`src/stq_pkg.sv`:
```
// Shared types, constants and helpers for the sorted timer queue.
`timescale 1ns / 1ps

package stq_pkg;

   // Sizing
   localparam int NUM_TIMERS = 16;
   localparam int TIME_BITS  = 32;
   localparam int ID_BITS    = (NUM_TIMERS > 1) ? $clog2(NUM_TIMERS) : 1;
   localparam int PTR_BITS   = $clog2(NUM_TIMERS + 1);

   typedef logic [ID_BITS-1:0]   id_type;
   typedef logic [PTR_BITS-1:0]  ptr_type;
   typedef logic [TIME_BITS-1:0] time_type;

   // End-of-list marker
   localparam ptr_type NIL = PTR_BITS'(NUM_TIMERS);

   // Request action codes
   typedef enum logic [1:0] {
      ACT_ARM    = 2'd0,
      ACT_CANCEL = 2'd1,
      ACT_TICK   = 2'd2
   } action_type;

   // Result kinds
   localparam logic KIND_FIRE   = 1'b0;
   localparam logic KIND_REPORT = 1'b1;

   // Sequencer states
   typedef enum logic [3:0] {
      ST_IDLE,
      ST_DECODE,
      ST_UNL_START,
      ST_UNL_WALK,
      ST_INS_START,
      ST_INS_WALK,
      ST_INS_LINK,
      ST_ARM_CHECK,
      ST_FIRE,
      ST_ALARM,
      ST_DELTA,
      ST_FINAL
   } state_type;

   // Slot store write request (one address per cycle)
   typedef struct packed {
      logic     data_we;
      logic     link_we;
      logic     mark_we;
      logic     mark_val;
      id_type   addr;
      time_type deadline;
      logic [15:0] ref_val;
      logic [3:0]  hnd;
      ptr_type  link;
   } stq_wr_type;

   // Slot store read data
   typedef struct packed {
      time_type    deadline;
      logic [15:0] ref_val;
      logic [3:0]  hnd;
      ptr_type     link;
      logic        mark;
   } stq_rd_type;

   // Shared subtractor result
   typedef struct packed {
      logic     lt;
      logic     eq;
      time_type diff;
   } alu_res_type;

   // A pointer names a slot when it is below the end marker
   function automatic logic ptr_valid(input ptr_type p);
      return p < NIL;
   endfunction

endpackage

```
`src/stq_alu.sv`:
```
// Shared subtract/compare unit used by the insert, head-check, fire, alarm and delta steps of the sequencer.
`timescale 1ns / 1ps

module stq_alu (
   input  stq_pkg::time_type    op_a,
   input  stq_pkg::time_type    op_b,
   output stq_pkg::alu_res_type res
);
   import stq_pkg::*;

   logic [TIME_BITS:0] wide_diff;

   // One subtractor; borrow gives a < b, zero difference gives a == b
   always_comb begin
      wide_diff = {1'b0, op_a} - {1'b0, op_b};
      res.diff  = wide_diff[TIME_BITS-1:0];
      res.lt    = wide_diff[TIME_BITS];
      res.eq    = (wide_diff[TIME_BITS-1:0] == '0);
   end

endmodule

```
`src/stq_store.sv`:
```
// Per-slot storage: deadline, reference, handler, link and queued bit.
`timescale 1ns / 1ps

module stq_store (
   input  logic               clock,
   input  logic               reset,
   input  stq_pkg::id_type     rd_addr,
   output stq_pkg::stq_rd_type rd,
   input  stq_pkg::stq_wr_type wr
);
   import stq_pkg::*;

   time_type    deadline_ff [NUM_TIMERS];
   logic [15:0] ref_ff      [NUM_TIMERS];
   logic [3:0]  hnd_ff      [NUM_TIMERS];
   ptr_type     link_ff     [NUM_TIMERS];
   logic [NUM_TIMERS-1:0] mark_ff;

   // Slot payload and links, no reset
   always_ff @(posedge clock) begin
      if (wr.data_we) begin
         deadline_ff[wr.addr] <= wr.deadline;
         ref_ff[wr.addr]      <= wr.ref_val;
         hnd_ff[wr.addr]      <= wr.hnd;
      end
      if (wr.link_we) begin
         link_ff[wr.addr] <= wr.link;
      end
   end

   // Queued bits
   always_ff @(posedge clock) begin
      if (reset) begin
         mark_ff <= '0;
      end else if (wr.mark_we) begin
         mark_ff[wr.addr] <= wr.mark_val;
      end
   end

   // Single read address
   always_comb begin
      rd.deadline = deadline_ff[rd_addr];
      rd.ref_val  = ref_ff[rd_addr];
      rd.hnd      = hnd_ff[rd_addr];
      rd.link     = link_ff[rd_addr];
      rd.mark     = mark_ff[rd_addr];
   end

endmodule

```
`src/sorted_timer_queue_unit.sv`:
```
// Top level: sequencer walking the deadline-ordered slot list.
//
//   channel | direction | handshake          | item
//   req_*   | in        | req_valid/req_stall | action, slot, deadline, ref, handler, now
//   rsp_*   | out       | rsp_valid/rsp_stall | fired slot or final alarm report
//
// Steps per item after acceptance: decode, an unlink walk when the slot is
// queued, an insert walk when arming, a head check, a fire step per fired slot
// and a final fire check, then the alarm compare and the report. Each insert
// step is one read of the slot store and one pass through the shared
// subtractor; each unlink step is one read of the slot store.
// Reset empties the list and clears the alarm.
// rsp_stall holds the sequencer in its fire and report steps; req_stall is
// high from acceptance until the final report has been loaded.
`timescale 1ns / 1ps

module sorted_timer_queue_unit (
   input  logic        clock,
   input  logic        reset,
   input  logic        req_valid,
   output logic        req_stall,
   input  logic [1:0]  req_action,
   input  logic [3:0]  req_timer_id,
   input  logic [31:0] req_deadline,
   input  logic [15:0] req_ref_value,
   input  logic [3:0]  req_handler,
   input  logic [31:0] req_now,
   output logic        rsp_valid,
   input  logic        rsp_stall,
   output logic        rsp_kind,
   output logic [3:0]  rsp_slot,
   output logic [15:0] rsp_ref_out,
   output logic [3:0]  rsp_handler_out,
   output logic        rsp_alarm_changed,
   output logic [31:0] rsp_alarm_delta,
   output logic        rsp_end_of_run
);
   import stq_pkg::*;

   state_type   state_ff, state_in;
   ptr_type     head_ff, head_in;
   time_type    alarm_ff, alarm_in;
   ptr_type     cur_ff, cur_in;
   ptr_type     prev_ff, prev_in;
   ptr_type     succ_ff, succ_in;

   // Captured request
   action_type  act_ff;
   id_type      id_ff;
   logic        ok_ff;
   time_type    dl_ff;
   logic [15:0] ref_ff;
   logic [3:0]  hnd_ff;
   time_type    now_ff;

   // Result register
   logic        rsp_valid_ff;
   logic        kind_ff, chg_ff;
   logic [3:0]  slot_ff, hout_ff;
   logic [15:0] rout_ff;
   logic [31:0] delta_ff;

   logic        load;
   logic        load_kind, load_chg;
   logic [3:0]  load_slot, load_hnd;
   logic [15:0] load_ref;
   logic [31:0] load_delta;

   id_type      rd_addr;
   stq_rd_type  rd;
   stq_wr_type  wr;
   time_type    alu_a, alu_b;
   alu_res_type alu;

   logic        head_ok, cur_ok, load_ok, req_take;
   ptr_type     id_ptr;
   state_type   unl_ret;

   stq_store u_store (
      .clock   (clock),
      .reset   (reset),
      .rd_addr (rd_addr),
      .rd      (rd),
      .wr      (wr)
   );

   stq_alu u_alu (
      .op_a (alu_a),
      .op_b (alu_b),
      .res  (alu)
   );

   // Common conditions
   always_comb begin
      head_ok  = ptr_valid(head_ff);
      cur_ok   = ptr_valid(cur_ff);
      load_ok  = !rsp_valid_ff || !rsp_stall;
      id_ptr   = PTR_BITS'(id_ff);
      unl_ret  = (act_ff == ACT_ARM) ? ST_INS_START : ST_FIRE;
      req_take = req_valid && !req_stall;
   end

   assign req_stall = (state_ff != ST_IDLE);

   // Next state
   always_comb begin
      state_in = state_ff;
      case (state_ff)
         ST_IDLE: begin
            if (req_valid) state_in = ST_DECODE;
         end
         ST_DECODE: begin
            case (act_ff)
               ACT_ARM: begin
                  if (!ok_ff)       state_in = ST_ARM_CHECK;
                  else if (rd.mark) state_in = ST_UNL_START;
                  else              state_in = ST_INS_START;
               end
               ACT_CANCEL: state_in = (ok_ff && rd.mark) ? ST_UNL_START : ST_FIRE;
               ACT_TICK:   state_in = ST_FIRE;
               default:    state_in = ST_FINAL;
            endcase
         end
         ST_UNL_START: begin
            state_in = (head_ff == id_ptr) ? unl_ret : ST_UNL_WALK;
         end
         ST_UNL_WALK: begin
            if (!cur_ok || rd.link == id_ptr) state_in = unl_ret;
         end
         ST_INS_START: begin
            if (!head_ok || alu.lt) state_in = ST_ARM_CHECK;
            else                    state_in = ST_INS_WALK;
         end
         ST_INS_WALK: begin
            if (!cur_ok || alu.lt || alu.eq) state_in = ST_INS_LINK;
         end
         ST_INS_LINK: state_in = ST_ARM_CHECK;
         ST_ARM_CHECK: begin
            state_in = (head_ok && !alu.eq) ? ST_FIRE : ST_FINAL;
         end
         ST_FIRE: begin
            if (!(head_ok && !alu.lt)) state_in = ST_ALARM;
         end
         ST_ALARM: state_in = alu.eq ? ST_FINAL : ST_DELTA;
         ST_DELTA: begin
            if (load_ok) state_in = ST_IDLE;
         end
         ST_FINAL: begin
            if (load_ok) state_in = ST_IDLE;
         end
         default: state_in = ST_IDLE;
      endcase
   end

   // Datapath control per state
   always_comb begin
      rd_addr    = cur_ff[ID_BITS-1:0];
      wr         = '0;
      wr.addr    = id_ff;
      alu_a      = dl_ff;
      alu_b      = rd.deadline;
      head_in    = head_ff;
      alarm_in   = alarm_ff;
      cur_in     = cur_ff;
      prev_in    = prev_ff;
      succ_in    = succ_ff;
      load       = 1'b0;
      load_kind  = KIND_REPORT;
      load_slot  = '0;
      load_ref   = '0;
      load_hnd   = '0;
      load_chg   = 1'b0;
      load_delta = '0;
      case (state_ff)
         ST_DECODE: begin
            rd_addr = id_ff;
            if (act_ff == ACT_TICK) alarm_in = '0;
         end
         // Unlink: clear queued bit, keep successor
         ST_UNL_START: begin
            rd_addr     = id_ff;
            wr.mark_we  = 1'b1;
            wr.mark_val = 1'b0;
            succ_in     = rd.link;
            if (head_ff == id_ptr) head_in = rd.link;
            else                   cur_in  = head_ff;
         end
         // Find the predecessor and splice around the slot
         ST_UNL_WALK: begin
            if (cur_ok && rd.link == id_ptr) begin
               wr.link_we = 1'b1;
               wr.addr    = cur_ff[ID_BITS-1:0];
               wr.link    = succ_ff;
            end else begin
               cur_in = rd.link;
            end
         end
         // Write slot data; place at head when it goes first
         ST_INS_START: begin
            rd_addr     = head_ff[ID_BITS-1:0];
            wr.data_we  = 1'b1;
            wr.link_we  = 1'b1;
            wr.mark_we  = 1'b1;
            wr.mark_val = 1'b1;
            wr.deadline = dl_ff;
            wr.ref_val  = ref_ff;
            wr.hnd      = hnd_ff;
            wr.link     = NIL;
            if (!head_ok) begin
               head_in = id_ptr;
            end else if (alu.lt) begin
               wr.link = head_ff;
               head_in = id_ptr;
            end else begin
               prev_in = head_ff;
               cur_in  = rd.link;
            end
         end
         // Stop before the first entry whose deadline is not below the new one
         ST_INS_WALK: begin
            if (!cur_ok || alu.lt || alu.eq) begin
               wr.link_we = 1'b1;
               wr.link    = cur_ff;
            end else begin
               prev_in = cur_ff;
               cur_in  = rd.link;
            end
         end
         ST_INS_LINK: begin
            wr.link_we = 1'b1;
            wr.addr    = prev_ff[ID_BITS-1:0];
            wr.link    = id_ptr;
         end
         ST_ARM_CHECK: begin
            rd_addr = head_ff[ID_BITS-1:0];
            alu_a   = rd.deadline;
            alu_b   = alarm_ff;
         end
         // Pop expired head entries, one per cycle while the result register can be loaded
         ST_FIRE: begin
            rd_addr = head_ff[ID_BITS-1:0];
            alu_a   = now_ff;
            alu_b   = rd.deadline;
            if (head_ok && !alu.lt && load_ok) begin
               head_in     = rd.link;
               wr.mark_we  = 1'b1;
               wr.mark_val = 1'b0;
               wr.addr     = head_ff[ID_BITS-1:0];
               load        = 1'b1;
               load_kind   = KIND_FIRE;
               load_slot   = 4'(head_ff[ID_BITS-1:0]);
               load_ref    = rd.ref_val;
               load_hnd    = rd.hnd;
            end
         end
         // Compare new head deadline with the programmed alarm
         ST_ALARM: begin
            rd_addr = head_ff[ID_BITS-1:0];
            alu_a   = head_ok ? rd.deadline : '0;
            alu_b   = alarm_ff;
            if (!alu.eq) alarm_in = alu_a;
         end
         ST_DELTA: begin
            alu_a = alarm_ff;
            alu_b = now_ff;
            if (load_ok) begin
               load       = 1'b1;
               load_chg   = 1'b1;
               load_delta = (alarm_ff != '0) ? 32'(alu.diff) : '0;
            end
         end
         ST_FINAL: begin
            load = load_ok;
         end
         default: ;
      endcase
   end

   // Control registers
   always_ff @(posedge clock) begin
      if (reset) begin
         state_ff     <= ST_IDLE;
         head_ff      <= NIL;
         alarm_ff     <= '0;
         rsp_valid_ff <= 1'b0;
      end else begin
         state_ff <= state_in;
         head_ff  <= head_in;
         alarm_ff <= alarm_in;
         if (load)            rsp_valid_ff <= 1'b1;
         else if (!rsp_stall) rsp_valid_ff <= 1'b0;
      end
   end

   // Working pointers, captured request and result payload
   always_ff @(posedge clock) begin
      cur_ff  <= cur_in;
      prev_ff <= prev_in;
      succ_ff <= succ_in;
      if (req_take) begin
         act_ff <= action_type'(req_action);
         id_ff  <= ID_BITS'(req_timer_id);
         ok_ff  <= (32'(req_timer_id) < 32'(NUM_TIMERS));
         dl_ff  <= TIME_BITS'(req_deadline);
         ref_ff <= req_ref_value;
         hnd_ff <= req_handler;
         now_ff <= TIME_BITS'(req_now);
      end
      if (load) begin
         kind_ff  <= load_kind;
         slot_ff  <= load_slot;
         rout_ff  <= load_ref;
         hout_ff  <= load_hnd;
         chg_ff   <= load_chg;
         delta_ff <= load_delta;
      end
   end

   assign rsp_valid         = rsp_valid_ff;
   assign rsp_kind          = kind_ff;
   assign rsp_slot          = slot_ff;
   assign rsp_ref_out       = rout_ff;
   assign rsp_handler_out   = hout_ff;
   assign rsp_alarm_changed = chg_ff;
   assign rsp_alarm_delta   = delta_ff;
   assign rsp_end_of_run    = kind_ff;

endmodule

```
`config.mk`:
```
export PLATFORM = sky130hd
export DESIGN_NAME = sorted_timer_queue_unit
export DESIGN_NICKNAME = d
export VERILOG_FILES = /design/src/stq_pkg.sv /design/src/stq_alu.sv /design/src/stq_store.sv /design/src/sorted_timer_queue_unit.sv
export SDC_FILE = /design/constraint.sdc
export NUM_CORES = 2
export LEC_CHECK = 0
export BUFFER_PORTS_ARGS = -buffer_cell sky130_fd_sc_hd__buf_2
export CORE_MARGIN = 2
export CORE_UTILIZATION = 40
export CTS_BUF_LIST = sky130_fd_sc_hd__clkbuf_8
export DETAILED_ROUTE_END_ITERATION = 7
export HOLD_SLACK_MARGIN = 0.15
export MAX_ROUTING_LAYER = met4
export SYNTH_ARGS = -nofsm -noshare
export SYNTH_HDL_FRONTEND = slang
export SYNTH_HIERARCHICAL = 1
export SYNTH_SLANG_ARGS = --single-unit
```
`constraint.sdc`:
```
create_clock -name clock -period 23.3 [get_ports clock]
set_input_delay 1.165 -clock clock [delete_from_list [all_inputs] [get_ports clock]]
set_output_delay 1.165 -clock clock [all_outputs]
set_load 0.05 [all_outputs]
```
==> impl_results.md <==
* Status: finished clean
* WP buf/inv at 5
* Worst Skew at 39.0 ps
* Ys async rst share at 0%
* Post-layout util at 45.1%
* Crit path kind: reg -> reg
* Post-route ant nets at 0
* Unrepaired setup endpoints after global routing: false
* Die X-Extent at 345 µm
* Die span in y at 345 µm
* Pre-CTS setup slack at 10930 ps
* Dpl hpwl at 68.4 mm
* Post-cts sizing count at 0
* Final worst slack at 10980 ps
* Setup Buffers After CTS at 0
* Syn Inst Count at 2679
* Peak VDD IR at 0.0960 mV
* Initial core utilization at 40.2%
* CP max-delay cell: and3_2
* Switching share of total power at 34.1%
* CP Data Required Time at 23760 ps
* Crit end category: register
* Synth Net Count at 2806
* Worst path max stage delay at 970 ps
* Ports at 155
* Tot GR Track Use at 19.7%
* Max Slew Vio Count at 0
* Cell Area, Synth at 0.0465 mm²
* Top-count cell post-synth: edfxtp_1
* TritonCTS Buffers at 180
* Tcrit/Tclk final at 52.9%
* Comb pwr share at 32.8%
* CTS tree: yes
* Clk pin slew, worst setup/hold paths at 70 ps
* GRT overflow at 0
* Synth area leader: edfxtp_1
* CTS Buffer Depth at 3
* Distinct cells, synth at 77
* PwrDens at 110 mW/mm²
* Sinks on the clock net at 1132
* Core Region at 0.116 mm²
* Yosys reg bits at 1132
* Die area at 0.119 mm²
* Hold Vio Cnt, Final at 0
* First-pass GRT wire length at 171 mm
* Initial drt markers at 2830
* Final Instance Area at 0.0522 mm²
* Root Buffer: clkbuf_8
* Part of the power in registers at 40.4%
* Placement Cell Area at 0.0490 mm²
* Syn avg cell area at 17.4 µm²
* WL/cell at 25.0 µm
* TNS Setup at 0 ps
* Largest net degree at the start of global routing at 111
* Hold/Removal Path Class: reg -> reg
* Inst Count DP at 4241
* Max-slew headroom at 25.6%
* Post-synthesis sequential area ratio at 71.8%
* DRC viols at 0
* Synth top cells by count: edfxtp_1, mux4_2, nand2_1, a22oi_1, a21oi_1
* Post-synth EDFFs at 1074
* Cell-internal power at 3.79 mW
* Yosys warnings at 6
* Post-route insts no fill at 4565
* Critical path's top delay family: compound AO/OA/AOI/OAI gates
* Area growth syn-to-layout at 12.2%
* Clock Latency Late Sink at 840 ps
* NetSw at 1.96 mW
* Crit path time final at 12320 ps
* I/O Buffers at 154
* Largest cells by area after synthesis: edfxtp_1, mux4_2, dfxtp_1, a22oi_1, and2_1
* Placer Congestion at 0.847
* Top FF cell, synth: edfxtp_1
* WP data arrival at 12780 ps
* Nets@finish at 3026
* Placement Rows at 125
* Max Cap Violations at 0
* DR vias at 25800
* Initial antenna violation count at 7
* Final setup violation count at 0
* Clock power share at 26.8%
* Setup crit start kind: register
* CP Max Fanout at 110
* Leak Pwr at 18.4 nW
* CTS Hold Bufs at 0
* WL final at 114 mm
* Vias in the first global route at 26300
* Vias per cell at 5.64
* Ratio of cells with drive above 1 in the final layout at 24.0%
* FMAX at 0.0811 GHz
* Synth top area share at 69.3%
* DR pass1 iterations at 7
* Slew @ Worst Pin at 1120 ps
* H-tree levels at 4
-- power groups by stage --
| stage | clock network [mW] | logic, mW | registers (mW) |
|---|---|---|---|
| after global placement | 0 | 1.88 | 2.37 |
| after floorplan | 0 | 1.39 | 2.34 |
| final | 1.54 | 1.89 | 2.32 |
| after detailed placement | 0 | 1.89 | 2.37 |
| after global routing | 1.67 | 2.06 | 2.33 |
| after CTS | 1.59 | 1.90 | 2.33 |
-- final timing paths --
path | start | endpoint | slack (ps) | cells after the start
hold reg to reg | alarm_ff[7] | alarm_ff[7] | 490 | 2
hold / removal | alarm_ff[7] | alarm_ff[7] | 490 | 2
setup / recovery | state_ff[3] | u_store/deadline_ff[15][17] | 10980 | 31
setup reg to reg | state_ff[3] | u_store/deadline_ff[15][17] | 10980 | 31
-- per-stage QoR --
| stage | power [mW] | hold WS, ps |
|---|---|---|
| 3_3_place_gp | 4.25 | 468 |
| 4_1_cts | 5.81 | 412 |
| 3_5_place_dp | 4.25 | 479 |
| 6_report | 5.75 | 492 |
| 2_1_floorplan | 3.72 | 458 |
| 5_1_grt | 6.06 | 454 |
-- cell families after synthesis --
group                      count (synthesis)  share of synthesized area (%)
AOI/OAI and AO/OA                        440                           6.71
xor gates and xnor gates                  36                          0.677
DFF                                     1132                           71.8
muxes                                    247                           11.6
adders and majority gates                 33                          0.903
and+or+nand+nor                          559                           6.13
buffers and inverters                    232                           2.23
-- area by class of cell --
class | count | area (µm²)
antenna | 5 | 12.5
clock buffer | 186 | 2560
clock inverter | 133 | 684
fill | 9938 | 63500
inverter | 64 | 240
multi-input combinational | 1315 | 12200
sequential | 1132 | 33400
tap | 1524 | 1910
timing repair buffer | 206 | 1170
-- flip-flops by register name, summed over array words and instances, names as in the netlist, 32 cells and up --
name                 count
dl_ff                   32
u_store/link_ff         80
alarm_ff                32
rsp_alarm_delta         32
u_store/hnd_ff          64
now_ff                  32
u_store/ref_ff         256
u_store/deadline_ff    512
-- per-layer routing --
metal / vias to the layer above / global-route usage, % / routed length (µm)
met1: 13300 / 26.1 / 48600
met2: 1038 / 30.7 / 55300
met4: 0 / 6.50 / 2880
met5: - / - / 0
met3: 194 / 3.76 / 7420
li1: 11300 / - / -
-- layout by cell type (no fill, tap or decap), types with 39 or more instances in the layout --
| cell type | Yosys | final |
|---|---|---|
| a21oi_1 | 121 | 119 |
| a22oi_1 | 149 | 149 |
| and2_1 | 120 | 119 |
| buf_2 | 37 | 154 |
| buf_4 | 12 | 51 |
| clkbuf_8 | 0 | 186 |
| dfxtp_1 | 58 | 58 |
| edfxtp_1 | 1074 | 1074 |
| inv_1 | 64 | 132 |
| mux4_2 | 232 | 232 |
| nand2_1 | 187 | 187 |
| nand3_1 | 39 | 39 |
| nor2_1 | 69 | 65 |
-- worst reg2reg max path, delay by kind of cell (launching register included) --
family / cells / cell delay (ps)
buffers and inverters: 5 / 2800
AND/OR/NAND/NOR: 8 / 2720
flip-flops: 1 / 890
adder cells (fa/ha/maj): 1 / 480
AO/OA/AOI/OAI: 16 / 4390
multiplexers: 1 / 640
Power figures use the tool's default switching activity.
